$ cat src/nfcd_pkg.sv
package nfcd_pkg;

    localparam int MAX_CARS   = 8;
    localparam int FLOOR_BITS = 8;
    localparam int CAR_IDX_W  = (MAX_CARS > 1) ? $clog2(MAX_CARS) : 1;
    localparam int CAR_ID_W   = 4;
    localparam int LOAD_W     = 4;
    localparam int AGE_W      = 16;
    localparam int ACT_W      = 3;
    localparam int CFG_IDX_W  = 2;
    localparam int CFG_DATA_W = 16;

    localparam logic [LOAD_W-1:0] LOAD_MAX = '1;
    localparam logic [AGE_W-1:0]  AGE_MAX  = '1;

    // action codes
    localparam logic [ACT_W-1:0] ACT_STATUS  = 3'd0;
    localparam logic [ACT_W-1:0] ACT_FAULT   = 3'd1;
    localparam logic [ACT_W-1:0] ACT_WARNING = 3'd2;
    localparam logic [ACT_W-1:0] ACT_REQUEST = 3'd3;
    localparam logic [ACT_W-1:0] ACT_TICK    = 3'd4;

    // health codes
    localparam logic [1:0] HEALTH_OK    = 2'd0;
    localparam logic [1:0] HEALTH_FAULT = 2'd1;
    localparam logic [1:0] HEALTH_WARN  = 2'd2;

    // configuration register indexes
    localparam logic [CFG_IDX_W-1:0] CFG_NUM_CARS  = 2'd0;
    localparam logic [CFG_IDX_W-1:0] CFG_CAPACITY  = 2'd1;
    localparam logic [CFG_IDX_W-1:0] CFG_WARN_HOLD = 2'd2;

    typedef struct packed {
        logic [ACT_W-1:0]      action;
        logic [CAR_ID_W-1:0]   car_id;
        logic [FLOOR_BITS-1:0] car_floor;
        logic [FLOOR_BITS-1:0] request_floor;
        logic [FLOOR_BITS-1:0] target_floor;
    } t_in;

    typedef struct packed {
        logic                  assigned;
        logic [CAR_ID_W-1:0]   chosen_car;
        logic [FLOOR_BITS-1:0] move_floor;
    } t_out;

    typedef struct packed {
        logic capture;
        logic apply;
        logic scan_step;
        logic commit;
    } t_cmd;

    typedef struct packed {
        logic is_req;
        logic scan_none;
        logic scan_last;
    } t_sts;

endpackage

$ cat src/nfcd_ctrl.sv
module nfcd_ctrl (
    input  logic          i_clk,
    input  logic          i_rst_n,
    input  logic          i_in_valid,
    output logic          o_in_ready,
    output logic          o_out_valid,
    input  logic          i_out_ready,
    input  nfcd_pkg::t_sts i_sts,
    output nfcd_pkg::t_cmd o_cmd
);
    import nfcd_pkg::*;

    typedef enum logic [1:0] {
        S_IDLE,
        S_EXEC,
        S_SCAN,
        S_COMMIT
    } t_state;

    t_state r_state, n_state;
    logic   r_out_valid, n_out_valid;
    logic   out_free;

    assign out_free    = !r_out_valid || i_out_ready;
    assign o_in_ready  = (r_state == S_IDLE) && i_rst_n;
    assign o_out_valid = r_out_valid;

    always_comb begin
        n_state     = r_state;
        n_out_valid = r_out_valid && !i_out_ready;
        o_cmd       = '0;
        case (r_state)
            S_IDLE: begin
                if (i_in_valid) begin
                    o_cmd.capture = 1'b1;
                    n_state       = S_EXEC;
                end
            end
            S_EXEC: begin
                if (!i_sts.is_req) begin
                    o_cmd.apply = 1'b1;
                    n_state     = S_IDLE;
                end else if (i_sts.scan_none) begin
                    n_state = S_COMMIT;
                end else begin
                    n_state = S_SCAN;
                end
            end
            S_SCAN: begin
                o_cmd.scan_step = 1'b1;
                if (i_sts.scan_last) begin
                    n_state = S_COMMIT;
                end
            end
            S_COMMIT: begin
                if (out_free) begin
                    o_cmd.commit = 1'b1;
                    n_out_valid  = 1'b1;
                    n_state      = S_IDLE;
                end
            end
            default: begin
                n_state = S_IDLE;
            end
        endcase
    end

    always_ff @(posedge i_clk) begin
        if (!i_rst_n) begin
            r_state     <= S_IDLE;
            r_out_valid <= 1'b0;
        end else begin
            r_state     <= n_state;
            r_out_valid <= n_out_valid;
        end
    end

endmodule

$ cat src/nfcd_dp.sv
module nfcd_dp (
    input  logic                              i_clk,
    input  logic                              i_rst_n,
    input  nfcd_pkg::t_in                     i_in_data,
    input  logic                              i_cfg_we,
    input  logic [nfcd_pkg::CFG_IDX_W-1:0]    i_cfg_index,
    input  logic [nfcd_pkg::CFG_DATA_W-1:0]   i_cfg_data,
    input  nfcd_pkg::t_cmd                    i_cmd,
    output nfcd_pkg::t_sts                    o_sts,
    output nfcd_pkg::t_out                    o_out_data
);
    import nfcd_pkg::*;

    // configuration
    logic [CAR_ID_W-1:0] r_num_cars;
    logic [LOAD_W-1:0]   r_capacity;
    logic [AGE_W-1:0]    r_hold;

    // per-car state
    logic [FLOOR_BITS-1:0] r_pos    [MAX_CARS];
    logic [LOAD_W-1:0]     r_load   [MAX_CARS];
    logic [1:0]            r_health [MAX_CARS];
    logic                  r_warned [MAX_CARS];
    logic [AGE_W-1:0]      r_age    [MAX_CARS];

    // current item
    logic [ACT_W-1:0]      r_action;
    logic                  r_slot_ok;
    logic [FLOOR_BITS-1:0] r_floor;
    logic [FLOOR_BITS-1:0] r_req;
    logic [FLOOR_BITS-1:0] r_target;

    // scan
    logic [CAR_IDX_W-1:0]  r_idx;
    logic                  r_found;
    logic [CAR_IDX_W-1:0]  r_best;
    logic [FLOOR_BITS-1:0] r_best_d;
    logic [LOAD_W-1:0]     r_best_load;
    t_out                  r_out;

    logic [CAR_ID_W-1:0]   count;
    logic [CAR_ID_W-1:0]   id_m1;
    logic                  id_ok;
    logic [FLOOR_BITS-1:0] cur_pos;
    logic [FLOOR_BITS-1:0] car_dist;
    logic                  elig;
    logic                  better;

    assign count = (r_num_cars > CAR_ID_W'(MAX_CARS)) ? CAR_ID_W'(MAX_CARS) : r_num_cars;
    assign id_m1 = i_in_data.car_id - CAR_ID_W'(1);
    assign id_ok = (i_in_data.car_id != '0) && (i_in_data.car_id <= CAR_ID_W'(MAX_CARS));

    assign cur_pos  = r_pos[r_idx];
    assign car_dist = (cur_pos > r_req) ? (cur_pos - r_req) : (r_req - cur_pos);
    assign elig     = (r_health[r_idx] == HEALTH_OK) && (r_load[r_idx] < r_capacity);
    assign better   = elig && (!r_found || (car_dist < r_best_d));

    assign o_sts.is_req    = (r_action == ACT_REQUEST);
    assign o_sts.scan_none = (count == '0);
    assign o_sts.scan_last = ((CAR_ID_W'(r_idx) + CAR_ID_W'(1)) == count);
    assign o_out_data      = r_out;

    always_ff @(posedge i_clk) begin
        if (!i_rst_n) begin
            r_num_cars <= CAR_ID_W'(8);
            r_capacity <= LOAD_W'(4);
            r_hold     <= AGE_W'(5);
        end else if (i_cfg_we) begin
            case (i_cfg_index)
                CFG_NUM_CARS:  r_num_cars <= i_cfg_data[CAR_ID_W-1:0];
                CFG_CAPACITY:  r_capacity <= i_cfg_data[LOAD_W-1:0];
                CFG_WARN_HOLD: r_hold     <= i_cfg_data[AGE_W-1:0];
                default: ;
            endcase
        end
    end

    // item capture and scan bookkeeping
    always_ff @(posedge i_clk) begin
        if (i_cmd.capture) begin
            r_action  <= i_in_data.action;
            r_slot_ok <= id_ok;
            r_floor   <= i_in_data.car_floor;
            r_req     <= i_in_data.request_floor;
            r_target  <= i_in_data.target_floor;
            r_idx     <= (i_in_data.action == ACT_REQUEST) ? '0 : id_m1[CAR_IDX_W-1:0];
            r_found   <= 1'b0;
        end else if (i_cmd.scan_step) begin
            r_idx <= r_idx + CAR_IDX_W'(1);
            if (better) begin
                r_found     <= 1'b1;
                r_best      <= r_idx;
                r_best_d    <= car_dist;
                r_best_load <= r_load[r_idx];
            end
        end
        if (i_cmd.commit) begin
            if (r_found) begin
                r_out.assigned   <= 1'b1;
                r_out.chosen_car <= CAR_ID_W'(r_best) + CAR_ID_W'(1);
                r_out.move_floor <= r_target;
            end else begin
                r_out <= '0;
            end
        end
    end

    // car state
    always_ff @(posedge i_clk) begin
        if (!i_rst_n) begin
            for (int k = 0; k < MAX_CARS; k++) begin
                r_pos[k]    <= '0;
                r_load[k]   <= '0;
                r_health[k] <= HEALTH_OK;
                r_warned[k] <= 1'b0;
                r_age[k]    <= '0;
            end
        end else if (i_cmd.apply) begin
            case (r_action)
                ACT_STATUS: begin
                    if (r_slot_ok) begin
                        r_pos[r_idx] <= r_floor;
                        if (r_load[r_idx] != '0) begin
                            r_load[r_idx] <= r_load[r_idx] - LOAD_W'(1);
                        end
                        if (!r_warned[r_idx] || (r_age[r_idx] > r_hold)) begin
                            r_health[r_idx] <= HEALTH_OK;
                        end
                    end
                end
                ACT_FAULT: begin
                    if (r_slot_ok) begin
                        r_health[r_idx] <= HEALTH_FAULT;
                    end
                end
                ACT_WARNING: begin
                    if (r_slot_ok) begin
                        r_health[r_idx] <= HEALTH_WARN;
                        r_warned[r_idx] <= 1'b1;
                        r_age[r_idx]    <= '0;
                    end
                end
                ACT_TICK: begin
                    for (int k = 0; k < MAX_CARS; k++) begin
                        if (r_age[k] != AGE_MAX) begin
                            r_age[k] <= r_age[k] + AGE_W'(1);
                        end
                    end
                end
                default: ;
            endcase
        end else if (i_cmd.commit && r_found) begin
            if (r_best_load != LOAD_MAX) begin
                r_load[r_best] <= r_best_load + LOAD_W'(1);
            end
        end
    end

endmodule

$ cat src/nearest_free_car_dispatcher_top.sv
// Nearest free car dispatcher.
// Input channel (i_in_valid / o_in_ready / i_in_data): one beat per event.
//   Action status, fault, warning or tick updates car state and gives no
//   result; a ride request gives exactly one result beat.
// Output channel (o_out_valid / i_out_ready / o_out_data): assigned flag,
//   chosen car (0 when none) and move floor (0 when none).
// Config channel (i_cfg_valid / o_cfg_ready / i_cfg_index / i_cfg_data):
//   ready whenever out of reset; index 0 car count, 1 capacity, 2 warning
//   hold ticks. Write only while the block is idle.
// Steps: an event is accepted, then applied. A request is accepted,
//   then scans min(car count, 8) cars, one car per cycle through a
//   single compare unit, then commits: it registers the result and
//   bumps the winner's load.
// The result sits in an output register; the next item is accepted while
//   it waits. A further request stalls in its commit cycle until the
//   receiver takes the pending beat.
// Reset (synchronous, active low): cars at floor 0, empty, healthy, never
//   warned; registers return to 8 cars, capacity 4, hold 5; no beat taken.
module nearest_free_car_dispatcher_top (
    input  logic                            i_clk,
    input  logic                            i_rst_n,
    input  logic                            i_in_valid,
    output logic                            o_in_ready,
    input  nfcd_pkg::t_in                   i_in_data,
    output logic                            o_out_valid,
    input  logic                            i_out_ready,
    output nfcd_pkg::t_out                  o_out_data,
    input  logic                            i_cfg_valid,
    output logic                            o_cfg_ready,
    input  logic [nfcd_pkg::CFG_IDX_W-1:0]  i_cfg_index,
    input  logic [nfcd_pkg::CFG_DATA_W-1:0] i_cfg_data
);
    import nfcd_pkg::*;

    t_cmd cmd;
    t_sts sts;

    assign o_cfg_ready = i_rst_n;

    nfcd_ctrl u_ctrl (
        .i_clk       (i_clk),
        .i_rst_n     (i_rst_n),
        .i_in_valid  (i_in_valid),
        .o_in_ready  (o_in_ready),
        .o_out_valid (o_out_valid),
        .i_out_ready (i_out_ready),
        .i_sts       (sts),
        .o_cmd       (cmd)
    );

    nfcd_dp u_dp (
        .i_clk       (i_clk),
        .i_rst_n     (i_rst_n),
        .i_in_data   (i_in_data),
        .i_cfg_we    (i_cfg_valid),
        .i_cfg_index (i_cfg_index),
        .i_cfg_data  (i_cfg_data),
        .i_cmd       (cmd),
        .o_sts       (sts),
        .o_out_data  (o_out_data)
    );

endmodule

$ cat config.mk
export PLATFORM = sky130hd
export DESIGN_NAME = nearest_free_car_dispatcher_top
export DESIGN_NICKNAME = d
export VERILOG_FILES = /design/src/nfcd_pkg.sv /design/src/nfcd_ctrl.sv /design/src/nfcd_dp.sv /design/src/nearest_free_car_dispatcher_top.sv
export SDC_FILE = /design/constraint.sdc
export NUM_CORES = 1
export LEC_CHECK = 0
export BUFFER_PORTS_ARGS = -buffer_cell sky130_fd_sc_hd__buf_2
export CAP_MARGIN = 10
export CELL_PAD_IN_SITES_DETAIL_PLACEMENT = 1
export CELL_PAD_IN_SITES_GLOBAL_PLACEMENT = 2
export CORE_UTILIZATION = 42
export CTS_CLUSTER_SIZE = 25
export DETAILED_ROUTE_END_ITERATION = 10
export GPL_TIMING_DRIVEN = 0
export PLACE_DENSITY = 0.83
export SLEW_MARGIN = 10
export SYNTH_ARGS = -nofsm -noshare
export SYNTH_HDL_FRONTEND = slang
export SYNTH_SLANG_ARGS = --single-unit
$ cat constraint.sdc
create_clock -name i_clk -period 7.92 [get_ports i_clk]
set_input_delay 0.792 -clock i_clk [delete_from_list [all_inputs] [get_ports i_clk]]
set_output_delay 0.792 -clock i_clk [all_outputs]
set_load 0.01 [all_outputs]
; Word level (Yosys, flattened, before mapping)
; Memories as Yosys holds them, arrays and structs flattened. A register that Yosys moved wholly into a read port is not among the register bits.
; Index checks and enable logic that the tools add are counted.
[op_classes]
mux = 125
addsub = 16
n_bitwise = 11
reduce_logical = 33
n_eq_ne = 23
order_cmp = 6
[op_table]
columns = operator, count
row1 = 2-to-1 mux 16 bit, 9
row2 = adder 16 x 1 -> 16 bit (second input constant), 8
row3 = != test 16 bit (second input constant), 8
row4 = 2-to-1 mux 1 bit, 88
row5 = 2-to-1 mux 3 bit, 14
row6 = greater-than comparator 16 bit, 1
row7 = 2-to-1 mux 8 bit, 2
row8 = OR reduction 16 bit, 1
row9 = subtractor 8 bit, 2
row10 = 2-to-1 mux 2 bit, 7
row11 = 2-to-1 mux 13 bit, 1
row12 = 2-to-1 mux 4 bit, 3
row13 = OR 1 bit, 10
row14 = == test 3 x 2 -> 1 bit (second input constant), 3
row15 = adder 3 x 1 -> 4 bit (second input constant), 2
row16 = greater-than comparator 8 bit, 1
row17 = < comparator 8 bit, 1
row18 = case mux 2 bit (4 select lines), 1
row19 = AND reduction 2 bit, 4
row20 = nonzero test 4 bit, 2
row21 = OR reduction 4 bit, 2
row22 = OR reduction 8 bit, 1
row23 = == test 2 bit (second input constant), 3
row24 = logical AND 1 bit, 6
row25 = other kinds (24), 34
[word_totals]
ram_bits = 248
memories = 5
wordCells = 237
register_bits = 87
[mem_list]
columns = name, words, width, rd, rd_clocked_by_memory_dff, wr, line_no
row1 = u_dp.r_age, 8, 16, 9, 1, 8, nfcd_dp.sv:24  ; logic [AGE_W-1:0] r_age [MAX_CARS];
row2 = u_dp.r_pos, 8, 8, 1, 1, 8, nfcd_dp.sv:20  ; logic [FLOOR_BITS-1:0] r_pos [MAX_CARS];
row3 = u_dp.r_load, 8, 4, 1, 1, 8, nfcd_dp.sv:21  ; logic [LOAD_W-1:0] r_load [MAX_CARS];
row4 = u_dp.r_health, 8, 2, 1, 1, 8, nfcd_dp.sv:22  ; logic [1:0] r_health [MAX_CARS];
row5 = u_dp.r_warned, 8, 1, 1, 1, 8, nfcd_dp.sv:23  ; logic r_warned [MAX_CARS];

; Longest topological paths before layout
[depth]
ltp_word = 12
mapped_depth = 20

; Hierarchy
; From an unflattened synthesis, not the netlist that was laid out.
[hier_totals]
hier_cells = 1577
area_unflattened_um2 = 17135.2
[by_module_without_submodules]
columns = module, n_inst, seq_area_each_um2, cells_each, area_each_um2
row1 = nfcd_dp, 1, 8418.1, 1555, 16943.8
row2 = nfcd_ctrl, 1, 60.1, 21, 183.9
row3 = nearest_free_car_dispatcher_top, 1, 0.0, 1, 7.5

; Worst setup path after synthesis
; No wires, ideal clock.
[synth_timing]
kind = reg2reg
startpoint = reg (tool-made name)
endpoint = reg u_dp.r_best[0], enable pin
period_less_slack_ns = 5.583
n_path_buf = 5
setup_slack_ns = 2.337
required_time_ns = 7.534
t_arrival_ns = 5.196
path_stages_with_launch = 21
cell_sequence = dfxtp_1 -> buf_4 -> buf_2 -> buf_2 -> buf_2 -> mux4_2 -> mux2i_1 -> inv_1 -> ha_1 -> clkbuf_1 -> nand4_1 -> or2_2 -> o21ai_2 -> mux2_2 -> ha_1 -> a21boi_0 -> o21a_1 -> o21a_1 -> o2111ai_1 -> a21oi_1 -> nor2_1
[synth_lines]
columns = item, line_no
row1 = "end signal, assigned", nfcd_dp.sv:92  ; r_best <= r_idx;
row2 = "end, declared", nfcd_dp.sv:36  ; logic [CAR_IDX_W-1:0] r_best;

==> summary.md <==
| Metric | Value |
|---|---|
| Clk sinks | `338` |
| Proportion of layout cells with a drive suffix above 1 | `15.04%` |
| Crit Path Category | `reg -> reg` |
| Initial antenna violation count | `3` |
| Placer Congestion | `0.8552` |
| Max Cap Violations | `0` |
| FP Rows | `73` |
| Slew headroom | `18.65%` |
| Slew Limit Fails | `0` |
| First-pass GRT wire length | `75,550 µm` |
| CTS Hold Bufs | `0` |
| Post-synth cell types | `74` |
| Vias | `12.60k` |
| Worst IR Drop VDD | `0.0001568 V` |
| Worst Setup End Kind | `flop` |
| CTS Buffer Depth | `3` |
| Worst hold slack | `399.4 ps` |
| Die H | `203.9 µm` |
| Register area share after synthesis | `49.54%` |
| Wire per inst | `21.28 µm` |
| DR iter-0 viols | `864` |
| Remaining Overflow, GRT | `0` |
| Period utilization | `91.07%` |
| Detailed Routing Iterations Pass 1 | `5` |
| Net Switching | `1.194 mW` |
| Largest net degree at the start of global routing | `31` |
| Number of vias per cell | `5.525` |
| Total setup buffers inserted after CTS | `0` |
| DP Worst Slack | `365.2 ps` |
| Top cells by count, synth | `nor2_1, edfxtp_1, dfxtp_1, nand2_1, and2_1` |
| Number of buffers added on ports | `68` |
| Flop pwr share | `42.7%` |
| GRT Total Usage | `23.89%` |
| Clock power share | `42.9%` |
| Starting density of the core | `42.78%` |
| Layout fillers | `4,380` |
| RSZ-0062 raised after global routing | `false` |
| WP data arrival | `7400 ps` |
| Number of remaining DRC errors | `0` |
| Mapped Nets | `1,722` |
| Htree depth | `2` |
| Clk_lat worst skew | `570 ps` |
| Die width | `203.9 µm` |
| #FFs+latches synth | `338` |
| Syn-to-layout area delta | `13.98%` |
| Post_cts resized | `0` |
| Critical Path Fanout Max | `15` |
| Net Sw Frac | `26.63%` |
| Count of flip-flops with a built-in enable after synthesis | `171` |
| Synth warn | `0` |
| Antenna viol nets, final | `0` |
| Final hold vios | `0` |
| Setup slack on the worst flop-to-flop path | `710 ps` |
| Proportion of power drawn by combinational gates | `14.4%` |
| Routed wire length | `48,550 µm` |
| Syn_area_per_cell | `10.62 µm²` |
| Main synth FF type | `edfxtp_1` |
| Status | `finished, final reports clean` |
| Setup violators final | `0` |
| Post-synth top area share | `30.00%` |
| Fin Clk Skew | `22.54 ps` |
| Top-count cell post-synth | `nor2_1` |
| CTS tree | `built` |
| Layout Nets | `1,834` |
| Leak | `7.250 nW` |
| Post-synthesis cell count | `1,611` |
| Tmin final | `7213 ps` |
| Post-synth ARST share | `0%` |
| Fmax | `138.6 MHz` |
| Fin util | `48.76%` |
| Clock Pin Slew Worst Setup and Hold Paths | `60 ps` |
| Setup crit start kind | `flop` |
| Synth area leaders | `edfxtp_1, dfxtp_1, mux4_2` |
| Mapped Area | `17,110 µm²` |
| Area leader, netlist | `edfxtp_1` |
| Total I/O pin count | `70` |
| Num CTS Buffers | `40` |
| Setup TNS | `0 ps` |
| P per Cell Area | `230.0 nW/µm²` |
| Worst slew pin tran | `1203 ps` |
| Area of the die | `41,560 µm²` |
| Min-Delay Path Class | `in -> reg` |
| Internal | `3.291 mW` |
| Total power | `4.486 mW` |
| Vias in the first global route | `13.04k` |
| Core area | `40,010 µm²` |
| Clock root cell | `clkbuf_16` |
| Worst EP required | `8110 ps` |
| Final setup margin | `707.1 ps` |
| DP HPWL | `36,530 µm` |
-- per-layer routing --
metal	global-route usage (%)	vias to the layer above	routed length, µm
li1	-	5994	-
met1	32.51	6280	22000
met2	39.76	268	23150
met3	3.125	58	2445
met4	6.821	2	947
met5	0	-	13
-- registers in the layout, summed over array words and instances (netlist names), named ones only --
register / cells
u_dp.r_best_load: 4
u_dp.r_action: 3
u_dp.r_pos: 64
u_dp.o_out_data: 13
u_dp.r_hold: 16
u_dp.r_idx: 3
u_dp.r_num_cars: 4
u_ctrl.r_state: 1
u_dp.r_age: 128
u_dp.r_capacity: 4
u_dp.r_best_d: 8
u_dp.r_load: 32
u_dp.r_health: 16
u_dp.r_best: 3
u_dp.r_target: 8
u_dp.r_warned: 8
u_ctrl.o_out_valid: 1
u_dp.r_floor: 8
u_dp.r_found: 1
u_dp.r_slot_ok: 1
u_dp.r_req: 8
-- stage by stage --
stage / instance area [µm²] / cells
CTS: 19490 / 2279
global route: 19500 / 2280
detailed placement: 18120 / 2205
global placement: 18110 / 2204
finish: 19510 / 2281
floorplan: 17110 / 1611
-- power groups by stage --
| stage | combinational (mW) | sequential, mW | clock, mW |
|---|---|---|---|
| 3_5_place_dp | 0.645 | 1.95 | 0 |
| 3_3_place_gp | 0.625 | 1.95 | 0 |
| 2_1_floorplan | 0.444 | 1.94 | 0 |
| 6_report | 0.646 | 1.92 | 1.92 |
| 5_1_grt | 0.703 | 1.92 | 2.02 |
| 4_1_cts | 0.652 | 1.92 | 1.96 |
-- layout make-up --
| class | count | area [µm²] | share of cell area [%] |
|---|---|---|---|
| clock buffers | 61 | 1170 | 5.997 |
| diodes | 1 | 2.502 | 0.01283 |
| inverters | 75 | 281.5 | 1.443 |
| clock inverters | 13 | 201.4 | 1.033 |
| plain buffers | 60 | 261.5 | 1.341 |
| flip-flops and latches | 338 | 8478 | 43.46 |
| well taps | 525 | 656.9 | 3.368 |
| multi-input cells | 1138 | 8102 | 41.53 |
| repair buffers | 70 | 352.8 | 1.809 |
-- critical path, stage by stage (launching register included) --
cell       delay (ps)
dfxtp_1           310
buf_2             210
buf_2             370
buf_1             740
buf_1             630
mux4_2            430
mux2i_1           730
inv_1             230
fa_1              490
nand3_1           120
a21oi_1            90
o21ai_2           440
mux2_2            410
ha_1              260
a21boi_0          120
o21a_1            170
o21a_1            180
o2111ai_1         180
a21oi_1           100
nor2_2            610
-- cells by family (layout without fill, tap and decap cells) --
logic type / count (synthesis) / count (layout) / share of synthesized area, %
other: 0 / 1 / 0
XOR/XNOR: 110 / 110 / 5.630
buffers and inverters: 135 / 279 / 3.173
flip-flops: 338 / 338 / 49.54
multiplexers: 109 / 109 / 10.80
AO/OA/AOI/OAI: 211 / 211 / 7.487
adder cells (fa/ha/maj): 57 / 57 / 4.255
AND/OR/NAND/NOR: 651 / 651 / 19.12
-- cells in the final DEF, fill, tap and decap left out, types with 17 or more instances in the layout --
cell type	n
ha_1	55
o21ai_1	18
nor3_1	28
and3_1	19
dfxtp_1	167
mux2_2	22
and4_1	17
nand3_1	42
clkbuf_16	40
a21oi_1	69
edfxtp_1	171
xnor2_1	65
xor2_1	45
nor2_1	197
nand4_1	34
inv_1	73
mux4_2	58
buf_2	89
nand2_1	150
o21ai_0	52
clkbuf_1	37
or3_1	24
and2_1	82
a21o_1	22
mux2i_1	28
-- path summary, 6_finish.rpt --
kind | startpoint | endpoint | cells after the start
worst max-delay path | flop | u_dp.r_best_d[7]$_DFFE_PP_ | 19
worst min register to register | u_dp.r_warned[5]$_DFF_P_ | u_dp.r_warned[5]$_DFF_P_ | 1
worst min-delay path | i_in_data[16] | u_dp.r_floor[0]$_DFFE_PP_ | 1
worst max register to register | flop | u_dp.r_best_d[7]$_DFFE_PP_ | 19
(Power assumes the default switching activity.)
